`config.mk`:
```
export PLATFORM = sky130hd
export DESIGN_NAME = mailbox_frame_builder
export DESIGN_NICKNAME = d
export VERILOG_FILES = /design/src/mfb_pkg.sv /design/src/mailbox_frame_builder.sv /design/src/mfb_ram.sv /design/src/mfb_front.sv /design/src/mfb_queue.sv /design/src/mfb_back.sv
export SDC_FILE = /design/constraint.sdc
export NUM_CORES = 1
export LEC_CHECK = 0
export BUFFER_PORTS_ARGS = -buffer_cell sky130_fd_sc_hd__buf_2
export CAP_MARGIN = 20
export CORE_MARGIN = 1
export CORE_UTILIZATION = 25
export CTS_CLUSTER_SIZE = 14
export DETAILED_ROUTE_END_ITERATION = 8
export HOLD_SLACK_MARGIN = 0.12
export PLACE_DENSITY = 0.48
export SYNTH_ARGS = -nofsm -noshare
export SYNTH_HDL_FRONTEND = slang
export SYNTH_SLANG_ARGS = --single-unit
```
`constraint.sdc`:
```
create_clock -name clk -period 2.9 [get_ports clk]
set_input_delay 0.145 -clock clk [delete_from_list [all_inputs] [get_ports clk]]
set_output_delay 0.145 -clock clk [all_outputs]
set_load 0.01 [all_outputs]
```
`src/mfb_pkg.sv`:
```
// ----------------------------------------------------------------------------
// Mailbox frame builder package
// Sizes, codes and the frame descriptor shared by the front end, the
// descriptor queue and the frame sequencer.
// ----------------------------------------------------------------------------
package mfb_pkg;

    // Number of words one message may hold; later words are dropped.
    localparam int MAX_WORDS   = 16;
    localparam int IDX_W       = (MAX_WORDS > 1) ? $clog2(MAX_WORDS) : 1;
    localparam int CNT_W       = $clog2(MAX_WORDS + 1);
    // Two banks of word storage: one fills while the other is sent.
    localparam int ADDR_W      = IDX_W + 1;
    localparam int RAM_DEPTH   = 2 ** ADDR_W;
    localparam int WORD_W      = 16;
    localparam int BYTE_W      = 8;
    localparam int LEN_W       = 16;
    localparam int QUEUE_DEPTH = 2;
    localparam int QCNT_W      = $clog2(QUEUE_DEPTH + 1);

    localparam logic [BYTE_W-1:0] SENTINEL = 8'h24;

    // One closed message waiting to be framed.
    typedef struct packed {
        logic             bank;
        logic [CNT_W-1:0] count;
        logic [7:0]       sum;
        logic             dropped;
    } desc_t;

    // Word store write request from the front end.
    typedef struct packed {
        logic              en;
        logic [ADDR_W-1:0] addr;
        logic [WORD_W-1:0] data;
    } ram_wr_t;

endpackage

```
`src/mailbox_frame_builder.sv`:
```
// ----------------------------------------------------------------------------
// Mailbox frame builder
// Throughput: one word per cycle in while busy is low; the sequencer sends
// a frame one byte per cycle, bound by the single output byte lane.
// Reset: asynchronous, active low; empties the queue and clears all counters.
// ----------------------------------------------------------------------------
module mailbox_frame_builder
    import mfb_pkg::*;
(
    input  logic              clk,
    input  logic              rst_n,
    input  logic              start,
    output logic              busy,
    input  logic [WORD_W-1:0] data_word,
    input  logic              last_word,
    output logic              byte_valid,
    output logic [BYTE_W-1:0] out_byte,
    output logic              end_of_frame,
    output logic              overflowed
);

    // A word is taken on every cycle with start high and busy low. Words
    // land in one of two banks of the word store. When the word marked last
    // arrives, the front end closes the message and queues a descriptor
    // (bank, word count, checksum, drop flag) for the sequencer.
    //
    // The queue holds two descriptors, one per bank, and an entry is only
    // released after its final byte has been sent. So busy, which is simply
    // "queue full", is high exactly while both banks are claimed: one frame
    // is being sent and a second closed message is waiting behind it.
    //
    // The sequencer emits one byte per cycle with byte_valid high for that
    // single cycle; the receiver must take it.

    logic    accept;
    logic    push;
    logic    pop;
    logic    full;
    logic    head_valid;
    desc_t   push_desc;
    desc_t   head_desc;
    ram_wr_t ram_wr;

    logic [ADDR_W-1:0] rd_addr;
    logic [WORD_W-1:0] rd_data;

    assign busy   = full;
    assign accept = start && !full;

    mfb_front u_front (
        .clk       (clk),
        .rst_n     (rst_n),
        .accept    (accept),
        .data_word (data_word),
        .last_word (last_word),
        .ram_wr    (ram_wr),
        .push      (push),
        .push_desc (push_desc)
    );

    // Word store: both banks share one RAM, the bank is the top address bit.
    mfb_ram #(
        .WIDTH (WORD_W),
        .DEPTH (RAM_DEPTH)
    ) u_store (
        .clk     (clk),
        .wr_en   (ram_wr.en),
        .wr_addr (ram_wr.addr),
        .wr_data (ram_wr.data),
        .rd_addr (rd_addr),
        .rd_data (rd_data)
    );

    mfb_queue u_queue (
        .clk        (clk),
        .rst_n      (rst_n),
        .push       (push),
        .push_desc  (push_desc),
        .pop        (pop),
        .full       (full),
        .head_valid (head_valid),
        .head_desc  (head_desc)
    );

    mfb_back u_back (
        .clk          (clk),
        .rst_n        (rst_n),
        .head_valid   (head_valid),
        .head_desc    (head_desc),
        .rd_data      (rd_data),
        .rd_addr      (rd_addr),
        .pop          (pop),
        .byte_valid   (byte_valid),
        .out_byte     (out_byte),
        .end_of_frame (end_of_frame),
        .overflowed   (overflowed)
    );

`ifndef SYNTH
    // Every frame opens with the sentinel after a gap in byte_valid.
    a_frame_starts_with_sentinel: assert property (
        @(posedge clk) disable iff (!rst_n)
        $rose(byte_valid) |-> (out_byte == SENTINEL)
    ) else $error("frame did not start with the sentinel byte");

    // The sequencer returns to idle after the closing byte of a frame.
    a_gap_after_frame: assert property (
        @(posedge clk) disable iff (!rst_n)
        (byte_valid && end_of_frame) |=> !byte_valid
    ) else $error("byte sent directly after the end of a frame");

    // A frame is only released from the queue when one is being sent.
    a_pop_needs_entry: assert property (
        @(posedge clk) disable iff (!rst_n)
        pop |-> head_valid
    ) else $error("descriptor released from an empty queue");
`endif

endmodule

```
`src/mfb_ram.sv`:
```
// ----------------------------------------------------------------------------
// Generic RAM
// One write port and one read port with registered read data.
// ----------------------------------------------------------------------------
module mfb_ram #(
    parameter int WIDTH = 16,
    parameter int DEPTH = 32
) (
    input  logic                     clk,
    input  logic                     wr_en,
    input  logic [$clog2(DEPTH)-1:0] wr_addr,
    input  logic [WIDTH-1:0]         wr_data,
    input  logic [$clog2(DEPTH)-1:0] rd_addr,
    output logic [WIDTH-1:0]         rd_data
);

    logic [WIDTH-1:0] mem_reg [DEPTH];
    logic [WIDTH-1:0] rd_data_reg;

    always_ff @(posedge clk)
    begin
        if (wr_en)
        begin
            mem_reg[wr_addr] <= wr_data;
        end
        rd_data_reg <= mem_reg[rd_addr];
    end

    assign rd_data = rd_data_reg;

endmodule

```
`src/mfb_front.sv`:
```
// ----------------------------------------------------------------------------
// Mailbox frame builder front end
// Stores incoming words in the current bank, keeps count, checksum and the
// drop flag, and hands a descriptor to the queue when a message closes.
// ----------------------------------------------------------------------------
module mfb_front
    import mfb_pkg::*;
(
    input  logic              clk,
    input  logic              rst_n,
    input  logic              accept,
    input  logic [WORD_W-1:0] data_word,
    input  logic              last_word,
    output ram_wr_t           ram_wr,
    output logic              push,
    output desc_t             push_desc
);

    logic             bank_reg,    bank_next;
    logic [CNT_W-1:0] count_reg,   count_next;
    logic [7:0]       sum_reg,     sum_next;
    logic             dropped_reg, dropped_next;

    logic             has_room;
    logic [CNT_W-1:0] count_upd;
    logic [7:0]       sum_upd;
    logic             dropped_upd;

    always_comb
    begin
        has_room    = (count_reg < CNT_W'(MAX_WORDS));
        count_upd   = count_reg;
        sum_upd     = sum_reg;
        dropped_upd = dropped_reg;
        if (has_room)
        begin
            count_upd = count_reg + CNT_W'(1);
            sum_upd   = sum_reg + data_word[7:0];
        end
        else
        begin
            dropped_upd = 1'b1;
        end

        ram_wr.en   = accept && has_room;
        ram_wr.addr = {bank_reg, count_reg[IDX_W-1:0]};
        ram_wr.data = data_word;

        push              = accept && last_word;
        push_desc.bank    = bank_reg;
        push_desc.count   = count_upd;
        push_desc.sum     = sum_upd;
        push_desc.dropped = dropped_upd;

        bank_next    = bank_reg;
        count_next   = count_reg;
        sum_next     = sum_reg;
        dropped_next = dropped_reg;
        if (accept)
        begin
            if (last_word)
            begin
                // The message is closed; the next one fills the other bank.
                bank_next    = !bank_reg;
                count_next   = '0;
                sum_next     = '0;
                dropped_next = 1'b0;
            end
            else
            begin
                count_next   = count_upd;
                sum_next     = sum_upd;
                dropped_next = dropped_upd;
            end
        end
    end

    always_ff @(posedge clk or negedge rst_n)
    begin
        if (!rst_n)
        begin
            bank_reg    <= 1'b0;
            count_reg   <= '0;
            sum_reg     <= '0;
            dropped_reg <= 1'b0;
        end
        else
        begin
            bank_reg    <= bank_next;
            count_reg   <= count_next;
            sum_reg     <= sum_next;
            dropped_reg <= dropped_next;
        end
    end

endmodule

```
`src/mfb_queue.sv`:
```
// ----------------------------------------------------------------------------
// Mailbox frame builder descriptor queue
// Two-entry queue of closed messages; an entry stays until its frame is sent,
// so a full queue means both banks of the word store are taken.
// ----------------------------------------------------------------------------
module mfb_queue
    import mfb_pkg::*;
(
    input  logic  clk,
    input  logic  rst_n,
    input  logic  push,
    input  desc_t push_desc,
    input  logic  pop,
    output logic  full,
    output logic  head_valid,
    output desc_t head_desc
);

    desc_t             entry_reg [QUEUE_DEPTH];
    logic              wr_ptr_reg, wr_ptr_next;
    logic              rd_ptr_reg, rd_ptr_next;
    logic [QCNT_W-1:0] count_reg,  count_next;

    always_comb
    begin
        full        = (count_reg == QCNT_W'(QUEUE_DEPTH));
        head_valid  = (count_reg != '0);
        head_desc   = entry_reg[rd_ptr_reg];
        wr_ptr_next = push ? !wr_ptr_reg : wr_ptr_reg;
        rd_ptr_next = pop  ? !rd_ptr_reg : rd_ptr_reg;
        count_next  = count_reg;
        if (push && !pop)
        begin
            count_next = count_reg + QCNT_W'(1);
        end
        else if (pop && !push)
        begin
            count_next = count_reg - QCNT_W'(1);
        end
    end

    always_ff @(posedge clk)
    begin
        if (push)
        begin
            entry_reg[wr_ptr_reg] <= push_desc;
        end
    end

    always_ff @(posedge clk or negedge rst_n)
    begin
        if (!rst_n)
        begin
            wr_ptr_reg <= 1'b0;
            rd_ptr_reg <= 1'b0;
            count_reg  <= '0;
        end
        else
        begin
            wr_ptr_reg <= wr_ptr_next;
            rd_ptr_reg <= rd_ptr_next;
            count_reg  <= count_next;
        end
    end

endmodule

```
`src/mfb_back.sv`:
```
// ----------------------------------------------------------------------------
// Mailbox frame builder sequencer
// Walks one queued message: sentinel, checksum, length, then each stored
// word high byte first, one registered byte per cycle.
// ----------------------------------------------------------------------------
module mfb_back
    import mfb_pkg::*;
(
    input  logic              clk,
    input  logic              rst_n,
    input  logic              head_valid,
    input  desc_t             head_desc,
    input  logic [WORD_W-1:0] rd_data,
    output logic [ADDR_W-1:0] rd_addr,
    output logic              pop,
    output logic              byte_valid,
    output logic [BYTE_W-1:0] out_byte,
    output logic              end_of_frame,
    output logic              overflowed
);

    typedef enum logic [6:0] {
        S_IDLE  = 7'b0000001,
        S_SENT  = 7'b0000010,
        S_SUM   = 7'b0000100,
        S_LENHI = 7'b0001000,
        S_LENLO = 7'b0010000,
        S_DHI   = 7'b0100000,
        S_DLO   = 7'b1000000
    } state_t;

    state_t            state_reg, state_next;
    logic [CNT_W-1:0]  idx_reg,   idx_next;
    logic              valid_reg, valid_next;
    logic [BYTE_W-1:0] byte_reg,  byte_next;
    logic              eof_reg,   eof_next;
    logic              ovf_reg,   ovf_next;
    logic [LEN_W-1:0]  len;

    always_comb
    begin
        len        = LEN_W'(head_desc.count) << 1;
        rd_addr    = {head_desc.bank, idx_reg[IDX_W-1:0]};
        state_next = state_reg;
        idx_next   = idx_reg;
        valid_next = 1'b0;
        byte_next  = byte_reg;
        eof_next   = 1'b0;
        ovf_next   = head_desc.dropped;
        pop        = 1'b0;
        case (state_reg)
            S_IDLE:
            begin
                idx_next = '0;
                if (head_valid)
                begin
                    state_next = S_SENT;
                end
            end
            S_SENT:
            begin
                valid_next = 1'b1;
                byte_next  = SENTINEL;
                state_next = S_SUM;
            end
            S_SUM:
            begin
                valid_next = 1'b1;
                byte_next  = head_desc.sum;
                state_next = S_LENHI;
            end
            S_LENHI:
            begin
                valid_next = 1'b1;
                byte_next  = len[15:8];
                state_next = S_LENLO;
            end
            S_LENLO:
            begin
                // Word 0 is addressed here so it is read out by the next cycle.
                valid_next = 1'b1;
                byte_next  = len[7:0];
                eof_next   = (head_desc.count == '0);
                if (eof_next)
                begin
                    pop        = 1'b1;
                    state_next = S_IDLE;
                end
                else
                begin
                    state_next = S_DHI;
                end
            end
            S_DHI:
            begin
                valid_next = 1'b1;
                byte_next  = rd_data[15:8];
                idx_next   = idx_reg + CNT_W'(1);
                state_next = S_DLO;
            end
            S_DLO:
            begin
                // The index already points at the next word.
                valid_next = 1'b1;
                byte_next  = rd_data[7:0];
                eof_next   = (idx_reg == head_desc.count);
                if (eof_next)
                begin
                    pop        = 1'b1;
                    state_next = S_IDLE;
                end
                else
                begin
                    state_next = S_DHI;
                end
            end
            default:
            begin
                state_next = S_IDLE;
            end
        endcase
    end

    always_ff @(posedge clk or negedge rst_n)
    begin
        if (!rst_n)
        begin
            state_reg <= S_IDLE;
            idx_reg   <= '0;
            valid_reg <= 1'b0;
        end
        else
        begin
            state_reg <= state_next;
            idx_reg   <= idx_next;
            valid_reg <= valid_next;
        end
    end

    always_ff @(posedge clk)
    begin
        byte_reg <= byte_next;
        eof_reg  <= eof_next;
        ovf_reg  <= ovf_next;
    end

    assign byte_valid   = valid_reg;
    assign out_byte     = byte_reg;
    assign end_of_frame = eof_reg;
    assign overflowed   = ovf_reg;

endmodule

```
**Yosys cells after proc, flatten, opt, wreduce, memory -nomap -nowiden**

Memory sizes are Yosys's and may differ from the RTL's. A register that Yosys moved wholly into a read port is not among the register bits.
Index checks and enable logic that the tools add are counted.

- Memories: 2
- Logic and storage cells: 72
- Register bits after elaboration: 42
- Bits of input ports: 20
- Memory bits (writable): 542

- Multiplexer cells: 23
- Add/subtract/negate cells: 5
- Magnitude comparators: 1
- Eq/ne operators: 10
- Reduce and logical (&&, ||, !) cells: 18

Memory list:

| memory | words | width | read ports | clocked after Yosys merged registers in | write ports | RTL line | RTL |
|---|---|---|---|---|---|---|---|
| u_store.mem_reg | 32 | 16 | 1 | 1 | 1 | mfb_ram.sv:17 | `logic [WIDTH-1:0] mem_reg [DEPTH];` |
| u_queue.entry_reg | 2 | 15 | 1 | 0 | 1 | mfb_queue.sv:19 | `desc_t entry_reg [QUEUE_DEPTH];` |

Operators by type and width:

| kind | count |
|---|---|
| $pmux 7 s7 | 1 |
| $pmux 8 s6 | 1 |
| $mux 8 | 2 |
| $mux 6 | 2 |
| $add 5x1->5 const B | 2 |
| $mux 5 | 2 |
| $pmux 5 s2 | 1 |
| $mux 1 | 9 |
| $add 8x8->8 | 1 |
| $eq 7x1->1 const B | 1 |
| $eq 7x2->1 const B | 1 |
| $eq 7x3->1 const B | 1 |
| $eq 7x4->1 const B | 1 |
| $eq 7x5->1 const B | 1 |
| $eq 7x6->1 const B | 1 |
| $eq 7x7->1 const B | 1 |
| $mux 7 | 1 |
| $logic_not 1->1 | 6 |
| $reduce_bool 2->1 | 3 |
| $reduce_bool 6->1 | 1 |
| $reduce_or 6->1 | 1 |
| $eq 5x5->1 | 1 |
| $logic_and 1x1->1 | 5 |
| $logic_not 5->1 | 1 |
| other kinds (8) | 10 |

**Longest topological paths before layout**

Gate-level depths: netlist of the first run.

- Depth after elaboration: 8
- Depth in mapped cells: 10

**Hierarchy**

From an unflattened synthesis of the first run, not the netlist that was laid out.

- Cells, all modules: 1461
- Area, all modules: 24404.7 um^2

Modules (own cells, without submodules):

| module | area an instance (um^2) | cells an instance | seq. area each (um^2) | instances |
|---|---|---|---|---|
| mfb_ram | 20535.9 | 1143 | 15695.1 | 1 |
| mfb_queue | 1323.8 | 63 | 1001.0 | 1 |
| mfb_back | 1293.7 | 125 | 606.8 | 1 |
| mfb_front | 1237.4 | 129 | 375.4 | 1 |
| mailbox_frame_builder | 13.8 | 1 | 0.0 | 1 |

**Worst setup path after synthesis of the first run**

OpenSTA, ideal clock, no wires.

- Path kind: register to register
- Start: reg u_back.state_reg[5]
- End: reg u_queue.count_reg[1]
- Setup time: 79 ps
- Stages on the path, launching flop included: 9
- Setup slack: 718 ps
- Data arrival time: 2102 ps
- Period minus slack after synthesis: 2182 ps
- Cells stage by stage: dfrtp_1 or4b_2 nand2b_1 nor2_1 a31oi_1 ha_1 xor2_1 nor2_1 xor2_1

- Word-level cells in the longest chain between the ends: 5
- Elaborated cells between the ends (all ways): 8
- Those cells by class: 2 x eq/ne; 2 x mux; 4 x reduce/logical

RTL lines:

| item | RTL line | RTL |
|---|---|---|
| start: declaration | mfb_back.sv:32 | `state_t state_reg, state_next;` |
| start signal: assignment | mfb_back.sv:134 | `state_reg <= state_next;` |
| $eq 7x7->1 or $eq 7x5->1 (tied branches) | mfb_back.sv:51 | `case (state_reg)` |
| $pmux 1 s2 (*) | mfb_back.sv:51 |  |
| $logic_not 1->1 | mfb_queue.sv:32 | `if (push && !pop)` |
| $logic_and 1x1->1 | mfb_queue.sv:32 |  |
| $mux 2 or $reduce_bool 2->1 (tied branches) | - |  |
| end signal: assignment | mfb_queue.sv:62 | `count_reg <= count_next;` |
| end: declaration | mfb_queue.sv:22 | `logic [QCNT_W-1:0] count_reg, count_next;` |

Every way passes the cells marked *; elsewhere a longest branch is shown, timed or not.
A chain may end at the register's enable or synchronous reset.

==> reports/qor.csv, run 1 <==
metric;value;unit
status;completed;
Main synth FF type;edfxtp_1;
dpl cells;2464;
clock tree root driver cell;clkbuf_16;
Final Hold Vio Count;0;
Worst Slack Setup Final;0.425;ns
Synth-to-Final Area Change;18.5;%
cell with the most instances after synthesis;edfxtp_1;
worst slew pin tran;0.822;ns
top cell type's share of synthesized area;70.2;%
CTS resizes;0;
Critical Path Source;data_word[1];
met2 Track Usage GR;19.3;%
combinational share of power;10.3;%
Pint;15.3;mW
Initial Util;25.2;%
Crit-path slowest cell;buf_2;
I/O pin total;32;
Mapped Cells;1163;
die height;309;µm
asr flop ratio synth;5.33;%
cts bufs inserted;60;
minimum clock period;2.47;ns
R2R Setup Slk;0.44;ns
synth warn;0;
Worst Reg-to-Reg Cells;5;
first-pass GRT wire length;83600;µm
Skew-Pair Late Insertion Delay;0.63;ns
fin crit share;85.3;%
core area;0.0932;mm²
# setup viols final;0;
gr ovfl total;0;
Pwr Density;727;mW/mm²
CTS clk-pin slew, worst paths;0.06;ns
pre-CTS setup slack;0.355;ns
crit path kind;input pin to flop;
vias in the first global route;12000;
CTS tree;yes;
final WL;57700;µm
setup tns final;0;ns
Seq/Total Area, Yosys;75.2;%
DR vias;11400;
Largest register FFs;512;
RSZ-0062 raised after global routing;false;
htree depth;2;
Pins Over Slew Limit;0;
Clock Power Share;38.4;%
port bufs;31;
detailed-route DRC error count;0;
largest fanout on the critical path;34;
Detail Placement HPWL;35700;µm
nets;1327;
Worst Path Arrival;2.82;ns
end of the worst register-to-register path;u_store.rd_data[13];
clk_skew;0.0302;ns
aggregate global-route resource usage;12.2;%
maxcap violations;0;
Setup crit start kind;input pin;
Synth area leader;edfxtp_1;
GR peak layer;met2;
Worst EP required;3.25;ns
Post-Syn Area per Cell;20.2;µm²
reg-to-reg critical path startpoint;u_back.idx_reg[0];
initial antenna violation count;2;
Die ar.;0.0953;mm²
Final Non-Filler Cells;2596;
Fmax;404;MHz
Max VDD drop;0.000507;V
routability congestion estimate;0.763;
Initial DRC Count;831;
Psw;4.92;mW
layout cells sized above 1;31.5;%
Post-Syn Area;0.0235;mm²
CP Cell Sequence;dlygate4sd3_1, buf_2, ha_1, a211oi_1, o21ai_0, xnor2_1, o21ai_0;
min-delay worst type;input pin to asynchronous set/reset pin;
maximum root-to-sink buffer count;3;
Rows;112;
post-route ant nets;0;
CP endpoint;u_queue.entry_reg[0][6];
met1 usage;17.4;%
Switching Fraction;24.3;%
largest net degree at the start of global routing;56;
Most common cell on crit path;o21ai_0;
top cells by area, synth;edfxtp_1, mux4_2, mux2_2;
Syn Nets;1197;
Cell Area, Placed;0.0257;mm²
Routed WL per cell;22.2;µm
met3 Track Usage GR;1.95;%
slowest cell delay on critical path;0.55;ns
synthesized flop and latch total;600;
Worst setup EP type;flop;
Synth top cells by count;edfxtp_1, mux4_2, nor2_1, mux2_2, nand2_1;
die width;309;µm
Leak Pwr;8.68;nW
Design Area, Final;0.0279;mm²
sequential share of power;51.3;%
Clock Sinks;600;
Yosys cell types;51;
vias per cell;4.41;
Post-synth EDFFs;550;
WHS;0.156;ns
DR pass1 iterations;5;
Rel. slew slack;45.2;%
-- stage by stage --
| stage | total power [mW] | utilization, % |
|---|---|---|
| final | 20.2 | 29.9 |
| after global routing | 21.0 | 29.9 |
| after CTS | 20.5 | 29.9 |
| after detailed placement | 12.6 | 27.6 |
| after global placement | 12.6 | 27.6 |
| after floorplan | 11.7 | - |
-- worst max-delay path: cells and delay by family --
kind / cells / cell delay (ns)
AO/OA/AOI/OAI: 3 / 1.05
adder cells (fa/ha/maj): 1 / 0.36
buffers and inverters: 2 / 1.08
XOR/XNOR: 1 / 0.17
-- layout by cell type, fill, tap and decap left out, types with 5 or more instances in the layout --
master         count
a21oi_1            8
a22o_1             8
buf_12            10
buf_2             32
buf_4             64
bufinv_16          6
clkbuf_1          10
clkbuf_16         61
clkinv_1          12
clkinv_2          11
dfrtp_1           28
dfxtp_1           18
dlygate4sd3_1     20
edfxtp_1         550
ha_1              13
inv_1             11
mux2_2            69
mux2i_1           14
mux4_2           128
nand2_1           36
nand2b_1           5
nand3_1            7
nor2_1            48
nor2_2            24
o211ai_1           7
o21ai_0           25
o22ai_1           34
xnor2_1           17
xor2_1             7
-- logic make-up (layout without fill, tap and decap cells) --
family                   Yosys count  in the layout  share of synthesized area [%]
adder cells (fa/ha/maj)           14             14                          0.777
AND/OR/NAND/NOR                  144            144                           2.73
buffers and inverters             69            247                           1.49
flip-flops                       600            600                           75.2
XOR/XNOR                          24             24                          0.894
other                              0              1                              0
multiplexers                     211            211                           16.2
AO/OA/AOI/OAI                    101            101                           2.78
-- power by group through the flow --
stage | Combinational (mW) | Clock [mW] | Sequential [mW]
finish | 2.08 | 7.78 | 10.4
CTS | 2.11 | 7.97 | 10.4
floorplan | 1.22 | 0 | 10.4
global placement | 2.04 | 0 | 10.6
global route | 2.30 | 8.28 | 10.4
detailed placement | 2.07 | 0 | 10.6
-- routing by layer --
metal	wire length, µm	vias to the layer above	share of wire (%)
met1	27300	6121	47
li1	-	5007	-
met4	1060	0	1.8
met5	0	-	0
met3	2610	70	4.5
met2	26800	239	46
-- worst min path at each step --
stage	to	slack, ns	cells after the start
2_1_floorplan	u_back.byte_valid	-0.15	0
3_3_place_gp	u_back.byte_valid	0.29	1
3_5_place_dp	u_back.byte_valid	0.28	1
4_1_cts	u_back.byte_valid	0.18	2
5_1_grt	u_back.byte_valid	0.22	2
6_report	u_back.byte_valid	0.16	2
-- cell type report --
cell class / instances / area, µm²
timing repair buffer: 126 / 1040
tap: 1254 / 1570
clock inverter: 35 / 352
multi-input combinational: 494 / 5550
inverter: 11 / 41.3
fill: 9093 / 65300
sequential: 600 / 17700
clock buffer: 75 / 1620
antenna: 1 / 2.50
-- what timing repair did --
action                                 in CTS  in global routing
setup buffers                               0                  0
endpoints found under the hold margin     358                  0
hold buffers                               20                  0
Power figures use the tool's default switching activity.
==> run 2: changes to the inputs <==
CORE_UTILIZATION = 50   (was 25)
PLACE_DENSITY = 0.75   (was 0.48)
==> reports/qor.csv, run 2 (same netlist as run 1, synthesis figures left out) <==
metric;value;unit;change
Rows;79;;-29%
Hold Startpoint;data_word[15];;
most common cell after layout, fill and taps aside;edfxtp_1;;
gr ovfl total;0;;unchanged
Final Hold Vio Count;0;;unchanged
pre-CTS setup slack;0.551;ns;+0.196 ns
Pins Over Slew Limit;0;;unchanged
Setup crit start kind;flop;;
post-route ant nets;0;;unchanged
Worst setup EP type;flop;;
CTS clk-pin slew, worst paths;0.06;ns;about the same
CTS tree;yes;;
Worst Reg-to-Reg Cells;8;;+3
die height;219;µm;-29%
Routed WL per cell;26.5;µm;+19%
I/O pin total;32;;unchanged
vias in the first global route;11800;;-2.1%
Setup Buffers After CTS;0;;unchanged
Max VDD drop;0.000557;V;+9.8%
commonest non-fill, non-tap cells in the layout;edfxtp_1, mux4_2, nor2_1, mux2_2, buf_4;;
Detail Placement HPWL;30300;µm;-15%
layout cells sized above 1;29.4;%;-2.2 points
Pwr Density;739;mW/mm²;+1.6%
status;completed;;
Skew-Pair Late Insertion Delay;0.61;ns;-0.02 ns
number of diodes;0;;-1
vias per cell;6.03;;+37%
Worst EP required;3.42;ns;+0.17 ns
Initial DRC Count;1325;;+59%
Worst Path Arrival;2.94;ns;+0.12 ns
end of the worst register-to-register path;u_queue.count_reg[1];;
core area;0.0465;mm²;-50%
port bufs;31;;unchanged
Worst Slack Setup Final;0.482;ns;+0.0565 ns
Hold Path End;u_store.mem_reg[0][15];;
cts bufs inserted;56;;-6.7%
minimum clock period;2.42;ns;-0.0565 ns
crit path kind;flop to flop;;
nets;1312;;-1.1%
clk_skew;0.0234;ns;-0.00677 ns
first-pass GRT wire length;75900;µm;-9.2%
Largest register FFs;512;;unchanged
final WL;51100;µm;-11%
# setup viols final;0;;unchanged
Synth-to-Final Area Change;13.7;%;
fin crit share;83.4;%;-1.9 points
worst slew pin tran;0.870;ns;+0.0487 ns
detailed-route DRC error count;0;;unchanged
WHS Path Cells;1;;
reg-to-reg critical path startpoint;u_back.state_reg[5];;
fill count;3305;;-64%
DR vias;11600;;+1.6%
clock tree root driver cell;clkbuf_16;;
die width;219;µm;-29%
Clock Sinks;600;;unchanged
DR pass1 iterations;7;;+2
Rel. slew slack;42.0;%;-3.2 points
maximum root-to-sink buffer count;3;;unchanged
largest net degree at the start of global routing;69;;+23%
initial antenna violation count;0;;-2
Die ar.;0.0479;mm²;-50%
min-delay worst type;input pin to flop;;
R2R Setup Slk;0.48;ns;+0.04 ns
RSZ-0062 raised after global routing;false;;
htree depth;2;;unchanged
setup tns final;0;ns;unchanged
maxcap violations;0;;unchanged
Leak Pwr;8.56;nW;-1.4%
aggregate global-route resource usage;22.1;%;+9.9 points
Fmax;414;MHz;+2.3%
largest fanout on the critical path;7;;-79%
Initial Util;50.6;%;+25 points
routability congestion estimate;0.889;;+17%
-- run 2: cell count changes in the layout (fill, tap and decap cells not counted), sizes merged --
| cell | delta |
|---|---|
| buf | -6 |
| clkbuf | +4 |
| clkinv | -9 |
| clkinvlp | -1 |
| diode | -1 |
| dlygate4sd3 | -6 |
| inv | -2 |
-- run 2: worst max path at each step --
stage	end	depth (start not counted)	slack [ns]	from
2_1_floorplan	u_queue.count_reg[1]	8	0.72	u_back.state_reg[5]
3_3_place_gp	u_queue.count_reg[1]	8	0.58	u_back.state_reg[5]
3_5_place_dp	u_queue.count_reg[1]	8	0.55	u_back.state_reg[5]
4_1_cts	u_queue.count_reg[1]	7	0.53	u_back.state_reg[5]
5_1_grt	u_queue.count_reg[1]	8	0.34	u_back.state_reg[5]
6_report	u_queue.count_reg[1]	8	0.48	u_back.state_reg[5]
-- run 2: area by class of cell --
| cell class | count | area (µm²) | share of cell area (%) |
|---|---|---|---|
| clock inverter | 23 | 280 | 1.05 |
| timing repair buffer | 115 | 918 | 3.44 |
| sequential | 600 | 17700 | 66.2 |
| inverter | 11 | 41.3 | 0.154 |
| multi-input combinational | 494 | 5490 | 20.5 |
| clock buffer | 78 | 1560 | 5.82 |
| tap | 607 | 759 | 2.84 |
-- run 2: metrics by stage --
step	util (%)	instance area (µm²)	instances	hold slack [ns]	power [mW]
after floorplan	-	23500	1163	-0.151	11.7
after global placement	53.3	24800	1812	0.288	12.4
after detailed placement	53.3	24800	1812	0.297	12.5
after CTS	57.5	26700	1927	0.121	19.8
after global routing	57.5	26700	1928	0.126	20.4
final	57.5	26700	1928	0.137	19.7
-- run 2: critical path, stage by stage, from the launching register on --
cell      delay, ns
dfrtp_1        0.44
or4b_2         0.70
nand2b_1       0.28
nor2_1         0.15
a31oi_1        0.11
ha_1           0.26
xor2_1         0.14
nor2_1         0.11
xor2_1         0.15
-- run 2: routing by layer --
| metal | global-route usage, % | part of all wire (%) |
|---|---|---|
| met1 | 30.6 | 40 |
| met2 | 34.7 | 48 |
| met3 | 5.41 | 8.9 |
| met4 | 7.18 | 2.9 |
| met5 | 0 | 0 |
-- run 2: power by group --
group	switching [mW]	leakage [nW]	total (mW)	internal, mW
combinational	1.26	2.14	2.00	0.736
clock	3.06	0.898	7.33	4.27
sequential	0.325	5.52	10.4	10.1
-- run 2: what timing repair did --
item,in CTS,in global routing
hold buffers,14,0
gates resized for setup,0,0
hold endpoints to repair,282,0
